**src/rtl/bcc_pkg.sv**
```systemverilog
// ----------------------------------------------------------------------------
// bcc_pkg: shared types and constants of the button click classifier
// Holds event codes, configuration register indexes, reset values and the
// structs passed between the top level and the classify logic.
// ----------------------------------------------------------------------------
package bcc_pkg;

  localparam int unsigned TIME_W     = 32;
  localparam int unsigned WINDOW_W   = 16;
  localparam int unsigned EVENT_W    = 3;
  localparam int unsigned CFG_INDEX_W = 2;
  localparam int unsigned CFG_DATA_W = 16;

  typedef enum logic [EVENT_W-1:0] {
    EV_NONE     = 3'd0,
    EV_SINGLE   = 3'd1,
    EV_PRESSED  = 3'd2,
    EV_RELEASED = 3'd3,
    EV_DOUBLE   = 3'd4
  } bcc_event_t;

  localparam logic [CFG_INDEX_W-1:0] CFG_DEBOUNCE      = 2'd0;
  localparam logic [CFG_INDEX_W-1:0] CFG_DOUBLE_CLICK  = 2'd1;
  localparam logic [CFG_INDEX_W-1:0] CFG_PRESSED_LEVEL = 2'd2;

  localparam logic [WINDOW_W-1:0] DEBOUNCE_RESET     = 16'd50;
  localparam logic [WINDOW_W-1:0] DOUBLE_CLICK_RESET = 16'd300;
  localparam logic                PRESSED_LEVEL_RESET = 1'b1;

  typedef struct packed {
    logic [WINDOW_W-1:0] debounce_ms;
    logic [WINDOW_W-1:0] double_click_ms;
    logic                pressed_level;
  } bcc_cfg_t;

  // The debounced pressed status doubles as the reported pressed flag; the
  // two always change together.
  typedef struct packed {
    logic              pressed;
    logic [TIME_W-1:0] press_time;
    logic [TIME_W-1:0] release_time;
    logic              armed;
    logic              double_on_release;
  } bcc_state_t;

endpackage

```
**src/rtl/bcc_in_if.sv**
```systemverilog
// ----------------------------------------------------------------------------
// bcc_in_if: sample channel of the button click classifier
// Carries one button sample per transfer: level, timestamp and arm request.
// ----------------------------------------------------------------------------
interface bcc_in_if;
  logic        valid;
  logic        ready;
  logic        level;
  logic [31:0] now_ms;
  logic        arm_double;

  modport source (output valid, output level, output now_ms, output arm_double,
                  input ready);
  modport sink (input valid, input level, input now_ms, input arm_double,
                output ready);
endinterface

```
**src/rtl/bcc_out_if.sv**
```systemverilog
// ----------------------------------------------------------------------------
// bcc_out_if: event channel of the button click classifier
// Carries one classified event and the debounced pressed status per transfer.
// ----------------------------------------------------------------------------
interface bcc_out_if;
  logic       valid;
  logic       ready;
  logic [2:0] event_res;
  logic       is_pressed;

  modport source (output valid, output event_res, output is_pressed, input ready);
  modport sink (input valid, input event_res, input is_pressed, output ready);
endinterface

```
**src/rtl/bcc_classify.sv**
```systemverilog
// ----------------------------------------------------------------------------
// bcc_classify: per-sample event decision
// Combinational next state and event for one registered sample.
// ----------------------------------------------------------------------------
module bcc_classify (
  input  bcc_pkg::bcc_cfg_t   cfg,
  input  bcc_pkg::bcc_state_t st,
  input  logic                level,
  input  logic [31:0]         now_ms,
  input  logic                arm_double,
  output bcc_pkg::bcc_state_t st_next,
  output bcc_pkg::bcc_event_t ev
);
  import bcc_pkg::*;

  logic              down;
  logic [TIME_W-1:0] since_rel;
  logic [TIME_W-1:0] since_press;
  logic [TIME_W-1:0] debounce_w;
  logic [TIME_W-1:0] window_w;

  assign down        = (level == cfg.pressed_level);
  assign since_rel   = now_ms - st.release_time;
  assign since_press = now_ms - st.press_time;
  assign debounce_w  = {{(TIME_W-WINDOW_W){1'b0}}, cfg.debounce_ms};
  assign window_w    = {{(TIME_W-WINDOW_W){1'b0}}, cfg.double_click_ms};

  // Checks run in order; a later one overrides the event of an earlier one.
  always_comb begin
    st_next       = st;
    st_next.armed = st.armed | arm_double;
    ev            = EV_NONE;

    if (since_rel > window_w && st_next.armed && !st.double_on_release) begin
      st_next.armed = 1'b0;
      ev            = EV_SINGLE;
    end

    if (since_rel >= debounce_w && down && !st.pressed) begin
      st_next.press_time        = now_ms;
      st_next.pressed           = 1'b1;
      st_next.double_on_release = st_next.armed && (since_rel < window_w);
      ev                        = EV_PRESSED;
    end

    // Press and release need opposite levels, so at most one of them fires.
    if (since_press >= debounce_w && !down && st.pressed) begin
      st_next.release_time = now_ms;
      st_next.pressed      = 1'b0;
      ev                   = EV_RELEASED;
      if (st.double_on_release) begin
        st_next.double_on_release = 1'b0;
        st_next.armed             = 1'b0;
        ev                        = EV_DOUBLE;
      end
    end
  end

endmodule

```
**src/rtl/button_click_classifier.sv**
```systemverilog
// A sample accepted into the input register moves on to the result register,
// which drives the event channel. Throughput: one sample per cycle unless a result
// stalls; the state is read and rewritten as a sample leaves the input register.
// Reset (synchronous, active high) empties both registers, clears the button
// state and loads the register defaults: debounce 50 ms, double-click 300 ms,
// pressed level 1.
// ----------------------------------------------------------------------------
// button_click_classifier: debounced button with single/double click events
// Classifies each timestamped pin sample as none, single, pressed, released
// or double, with a configurable debounce time and double-click window.
// ----------------------------------------------------------------------------
module button_click_classifier (
  input  logic                                clk,
  input  logic                                rst,
  input  logic                                cfg_we,
  input  logic [bcc_pkg::CFG_INDEX_W-1:0]     cfg_index,
  input  logic [bcc_pkg::CFG_DATA_W-1:0]      cfg_data,
  bcc_in_if.sink                              in_ch,
  bcc_out_if.source                           out_ch
);
  import bcc_pkg::*;

  // Configuration registers.
  bcc_cfg_t   cfg;

  // Input register: one sample waiting to be classified.
  logic              s1_valid;
  logic              s1_level;
  logic [TIME_W-1:0] s1_now;
  logic              s1_arm;

  // Button state, updated when a sample leaves the input register.
  bcc_state_t st;
  bcc_state_t st_next;
  bcc_event_t ev;

  // Result register.
  logic               out_valid;
  logic [EVENT_W-1:0] out_event;
  logic               out_pressed;

  logic advance;

  // The result register takes a new result whenever it is empty or its
  // current one is transferred in this cycle. The input register refills
  // whenever it is empty or moves on, so a waiting result blocks the next
  // sample only while the input register is also full.
  assign advance     = !out_valid || out_ch.ready;
  assign in_ch.ready = !s1_valid || advance;

  assign out_ch.valid      = out_valid;
  assign out_ch.event_res  = out_event;
  assign out_ch.is_pressed = out_pressed;

  bcc_classify u_classify (
    .cfg        (cfg),
    .st         (st),
    .level      (s1_level),
    .now_ms     (s1_now),
    .arm_double (s1_arm),
    .st_next    (st_next),
    .ev         (ev)
  );

  // Control, configuration and button state.
  always_ff @(posedge clk) begin
    if (rst) begin
      cfg.debounce_ms     <= DEBOUNCE_RESET;
      cfg.double_click_ms <= DOUBLE_CLICK_RESET;
      cfg.pressed_level   <= PRESSED_LEVEL_RESET;
      s1_valid            <= 1'b0;
      out_valid           <= 1'b0;
      st                  <= '0;
    end else begin
      // Writes to an index beyond the register list are dropped.
      if (cfg_we) begin
        unique case (cfg_index)
          CFG_DEBOUNCE:      cfg.debounce_ms     <= cfg_data;
          CFG_DOUBLE_CLICK:  cfg.double_click_ms <= cfg_data;
          CFG_PRESSED_LEVEL: cfg.pressed_level   <= cfg_data[0];
          default: ;
        endcase
      end
      if (in_ch.ready) begin
        s1_valid <= in_ch.valid;
      end
      if (advance) begin
        out_valid <= s1_valid;
        if (s1_valid) begin
          st <= st_next;
        end
      end
    end
  end

  // Payload registers.
  always_ff @(posedge clk) begin
    if (in_ch.valid && in_ch.ready) begin
      s1_level <= in_ch.level;
      s1_now   <= in_ch.now_ms;
      s1_arm   <= in_ch.arm_double;
    end
    if (advance && s1_valid) begin
      out_event   <= ev;
      out_pressed <= st_next.pressed;
    end
  end

endmodule

```
**src/flat_wrapper.sv**
```systemverilog
// flat-port wrapper written by rule: the top's interface ports become plain ports
module button_click_classifier_flat import bcc_pkg::*;
  (clk, rst, cfg_we, cfg_index, cfg_data, in_ch_valid, in_ch_level, in_ch_now_ms, in_ch_arm_double, in_ch_ready, out_ch_valid, out_ch_event_res, out_ch_is_pressed, out_ch_ready);
  bcc_in_if in_ch_i ();
  bcc_out_if out_ch_i ();
  input  logic clk;
  input  logic rst;
  input  logic cfg_we;
  input  logic [bcc_pkg::CFG_INDEX_W-1:0] cfg_index;
  input  logic [bcc_pkg::CFG_DATA_W-1:0] cfg_data;
  input wire logic [$bits(in_ch_i.valid)-1:0] in_ch_valid;
  input wire logic [$bits(in_ch_i.level)-1:0] in_ch_level;
  input wire logic [$bits(in_ch_i.now_ms)-1:0] in_ch_now_ms;
  input wire logic [$bits(in_ch_i.arm_double)-1:0] in_ch_arm_double;
  output wire logic [$bits(in_ch_i.ready)-1:0] in_ch_ready;
  output wire logic [$bits(out_ch_i.valid)-1:0] out_ch_valid;
  output wire logic [$bits(out_ch_i.event_res)-1:0] out_ch_event_res;
  output wire logic [$bits(out_ch_i.is_pressed)-1:0] out_ch_is_pressed;
  input wire logic [$bits(out_ch_i.ready)-1:0] out_ch_ready;
  assign in_ch_i.valid = in_ch_valid;
  assign in_ch_i.level = in_ch_level;
  assign in_ch_i.now_ms = in_ch_now_ms;
  assign in_ch_i.arm_double = in_ch_arm_double;
  assign in_ch_ready = in_ch_i.ready;
  assign out_ch_valid = out_ch_i.valid;
  assign out_ch_event_res = out_ch_i.event_res;
  assign out_ch_is_pressed = out_ch_i.is_pressed;
  assign out_ch_i.ready = out_ch_ready;
  button_click_classifier u_core (.clk(clk), .rst(rst), .cfg_we(cfg_we), .cfg_index(cfg_index), .cfg_data(cfg_data), .in_ch(in_ch_i), .out_ch(out_ch_i));
endmodule
```
**config.mk**
```make
export PLATFORM = sky130hd
export DESIGN_NAME = button_click_classifier_flat
export DESIGN_NICKNAME = d
export VERILOG_FILES = /design/src/rtl/bcc_pkg.sv /design/src/rtl/bcc_in_if.sv /design/src/rtl/bcc_out_if.sv /design/src/rtl/bcc_classify.sv /design/src/rtl/button_click_classifier.sv /design/src/flat_wrapper.sv
export SDC_FILE = /design/constraint.sdc
export NUM_CORES = 1
export LEC_CHECK = 0
export BUFFER_PORTS_ARGS = -buffer_cell sky130_fd_sc_hd__buf_2
export CORE_MARGIN = 8
export CORE_UTILIZATION = 25
export DETAILED_ROUTE_END_ITERATION = 7
export GPL_ROUTABILITY_DRIVEN = 0
export PLACE_DENSITY = 0.49
export REMOVE_ABC_BUFFERS = 1
export SYNTH_ARGS = -nofsm -noshare
export SYNTH_HDL_FRONTEND = slang
export SYNTH_SLANG_ARGS = --single-unit
```
**constraint.sdc**
```tcl
create_clock -name clk -period 10.7 [get_ports clk]
set_input_delay 1.07 -clock clk [delete_from_list [all_inputs] [get_ports clk]]
set_output_delay 1.07 -clock clk [all_outputs]
set_load 0.005 [all_outputs]
```
==> results.yml <==
run:
  drv_cap: 0
synth:
  netlist-cell-type-count: 74
  netlist.top_cell.by_area: "dfxtp_1"
  synth.top_cells.by_area: "dfxtp_1, ha_1, edfxtp_1"
  netlist_area_mm2: 0.01050
  synth_compound_area_share_pct: 25.34
  avgSynthCellArea_um2: 8.181
  async_flop_share_pct: 0
  yosys.area_share.simple_pct: 19.57
  synth_edf_count: 38
  ys.flop_type: "dfxtp_1"
  muxShareOfSynthArea_pct: 0.6671
  synth-seq-area-share_pct: 30.30
  synth_top_family_by_area: "compound AO/OA/AOI/OAI gates"
  synth_adder_area_share_pct: 13.48
  syn_inst: 1284
  synth_seq_cells: 140
  yosysTopAreaCellShare_pct: 19.44
  ys_warn_count: 0
  synthXorXnorAreaFrac_pct: 3.836
clock_network:
  clk_pin_slew_worst_paths_ns: 0.07
  cts_tree: "built"
  cts_buffers: 17
  cts_num_sinks: 140
  cts_setup_buffers: 0
  ctsHtreeMaxLevel: 4
  cts_resized: 0
  cts_max_path_buffers: 2
  worstSkewPairLatency_ns: 0.44
  cts_hold_buf: 0
  cts-root-buf: "clkbuf_16"
sta:
  clock_skew_ns: 0.009588
  setup_viol_count_final: 0
  timing.fmax_ghz: 0.1870
  finalMaxSlewViolations: 0
  relSlewSlack_pct: 18.73
  min_period_over_period_pct: 49.98
  hold_viol: 0
  fin_crit_ns: 5.348
  fin_hold_ws_ns: 0.4569
  rsz0062_at_grt: "false"
  finalSetupTns_ns: 0
  tightest_slew_ns: 1.216
power:
  total_power_mw: 1.615
  leakage_nw: 4.350
  powerDensity_mw_per_mm2: 135.6
  ir_worst_vdd_mv: 0.09228
die:
  fp.dieW_um: 221.0
  die_area_mm2: 0.04883
  rows: 75
  num_io_pins: 63
  initial_core_util_pct: 25.21
  fp.dieH_um: 221.0
  core_mm2: 0.04167
min_path:
  hold_class: "flop to flop"
  hold_depth: 2
  hold_path_end: "u_core.cfg[14]"
  hold_start: "u_core.cfg[14]"
drt:
  drtIter0Drc: 612
  drt-total-wl_um: 31320
  wl_per_cell_um: 16.88
  vias: 9359
  avgViaCountPerCell: 5.045
  first_pass_iters: 7
  drc: 0
  drtAntennaViolNets: 0
worst_setup_path:
  regToRegStartpoint: "u_core.s1_now[0]"
  path_class: "flop to flop"
  cp_num_cells: 22
  required_ns: 10.88
  cp-end-kind: "flop"
  cp_slowest_cell: "or4_1"
  startpoint_type: "flop"
  max_stage_delay_ns: 0.46
  cp_max_fo: 34
  cpMostUsedCell: "o21ai_0"
  reg2reg_depth: 22
  path_buf_inv: 3
  cp.arrival_ns: 5.53
  crit_chain: "inv_1, ha_1, inv_1, fa_1, a21o_1, a221oi_1, o21ai_0, a21o_1, a21oi_1, xnor2_1, ha_1, nand2_1, o21ai_0, a211oi_1, a311o_1, o21ai_0, nor4b_1, o2111ai_1, or4_1, buf_4, nand3_1, o32ai_1"
  path_delay_family: "compound AO/OA/AOI/OAI gates"
  r2r_end: "u_core.out_ch.event_res[0]"
  r2r_setup_slack_ns: 5.35
placement:
  io_buffers: 62
  placedCellCount: 1823
  dp_hpwl_um: 24070
grt:
  grt_first_pass_wirelength_um: 49960
  grtUsageTotal_pct: 12.52
  first_global_vias: 8974
  grt_max_degree: 51
  antenna_found_initial: 1
  overflow: 0
final_layout:
  nNetsFinal: 1472
  ff_latch_area_mm2: 0.003183
  num_antenna_cells: 0
  mostFrequentLayoutCell: "a21oi_1"
  multi_input_area_mm2: 0.006624
  fill_cells: 4483
  fin_cells: 1855
  drive_gt1_share_pct: 11.78
  final_cell_mix: "a21oi_1, nand2_1, ha_1, inv_1, dfxtp_1"
  area_growth_pct: 13.40
outcome:
  status: "complete, no violations"
==> layout make-up <==
type / count / share of cell area (%)
well taps: 539 / 5.662
multi-input cells: 967 / 55.61
clock inverters: 13 / 1.807
repair buffers: 72 / 3.256
clock buffers: 19 / 3.634
flip-flops and latches: 140 / 26.72
inverters: 105 / 3.309
==> cells by family after synthesis <==
kind of cell,after synthesis
AOI/OAI and AO/OA,399
DFF,140
and+or+nand+nor,403
xor gates and xnor gates,46
buffers and inverters,177
adders and majority gates,112
muxes,7
==> worst register-to-register path, cell delays in order (launching register included) <==
cell and delay, ns:
edfxtp_1 0.41, inv_1 0.10, ha_1 0.16, inv_1 0.05, fa_1 0.40, a21o_1 0.21
a221oi_1 0.40, o21ai_0 0.21, a21o_1 0.21, a21oi_1 0.17, xnor2_1 0.16, ha_1 0.28
nand2_1 0.06, o21ai_0 0.11, a211oi_1 0.22, a311o_1 0.25, o21ai_0 0.11, nor4b_1 0.33
o2111ai_1 0.26, or4_1 0.46, buf_4 0.28, nand3_1 0.17, o32ai_1 0.09
==> Yosys cell counts (3+ instances only) <==
cell type	instances
nor3_1	16
nand2b_1	16
nand2_1	120
nor2_1	55
xor2_1	16
a211o_1	11
o21ai_0	76
xnor2_1	30
o2111ai_1	4
o21a_1	14
inv_1	105
dfxtp_1	102
and4_1	4
or2_2	6
a21o_1	34
nor2b_1	40
a21oi_1	141
a211oi_1	9
o21bai_1	4
o22ai_1	4
nor4_1	3
and2_1	8
o31ai_2	30
ha_1	110
or4_1	5
edfxtp_1	38
o21ai_1	10
o211ai_1	9
buf_6	5
and3_1	12
or3_1	3
o31a_1	3
a31oi_1	9
o221ai_1	6
clkbuf_1	51
nand3_1	50
mux2i_1	7
a21boi_0	3
o31ai_1	4
buf_1	6
buf_2	10
nand4_1	54
==> sequential cells by signal, summed over array words and instances, names as in the netlist <==
signal,flops
u_core.out_ch.event_res,3
u_core.s1_now,32
u_core.s1_valid,1
u_core.s1_level,1
u_core.cfg,33
u_core.out_ch.valid,1
u_core.out_ch.is_pressed,1
u_core.s1_arm,1
u_core.st,67
==> routing by layer <==
| metal | GRT usage, % | vias up | part of all wire (%) |
|---|---|---|---|
| li1 | - | 4692 | - |
| met3 | 1.838 | 28 | 3.6 |
| met5 | 0 | - | 0.042 |
| met2 | 20.05 | 193 | 45 |
| met4 | 3.422 | 2 | 1.4 |
| met1 | 17.32 | 4444 | 50 |
==> where the power goes <==
group | leakage, nW | switching, mW | internal (mW)
combinational | 2.84 | 0.218 | 0.143
clock | 0.312 | 0.254 | 0.416
sequential | 1.20 | 0.0173 | 0.566
total | 4.35 | 0.489 | 1.13
==> worst max path at each step <==
stage                      from                    endpoint
2_1_floorplan  u_core.s1_now[4]               u_core.st[34]
3_3_place_gp   u_core.s1_now[0]  u_core.out_ch.event_res[0]
3_5_place_dp   u_core.s1_now[0]  u_core.out_ch.event_res[0]
4_1_cts        u_core.s1_now[0]  u_core.out_ch.event_res[0]
5_1_grt        u_core.s1_now[0]  u_core.out_ch.event_res[0]
6_report       u_core.s1_now[0]  u_core.out_ch.event_res[0]
==> per-stage QoR <==
stage	worst slack [ns]	util, %	instance area [um^2]
2_1_floorplan	5.771	-	10180
3_5_place_dp	5.352	27.03	11260
5_1_grt	4.974	28.59	11910
6_report	5.352	28.59	11910
3_3_place_gp	5.538	27.03	11260
4_1_cts	5.334	28.59	11910
Note: power is estimated with default switching activity, not from simulation.
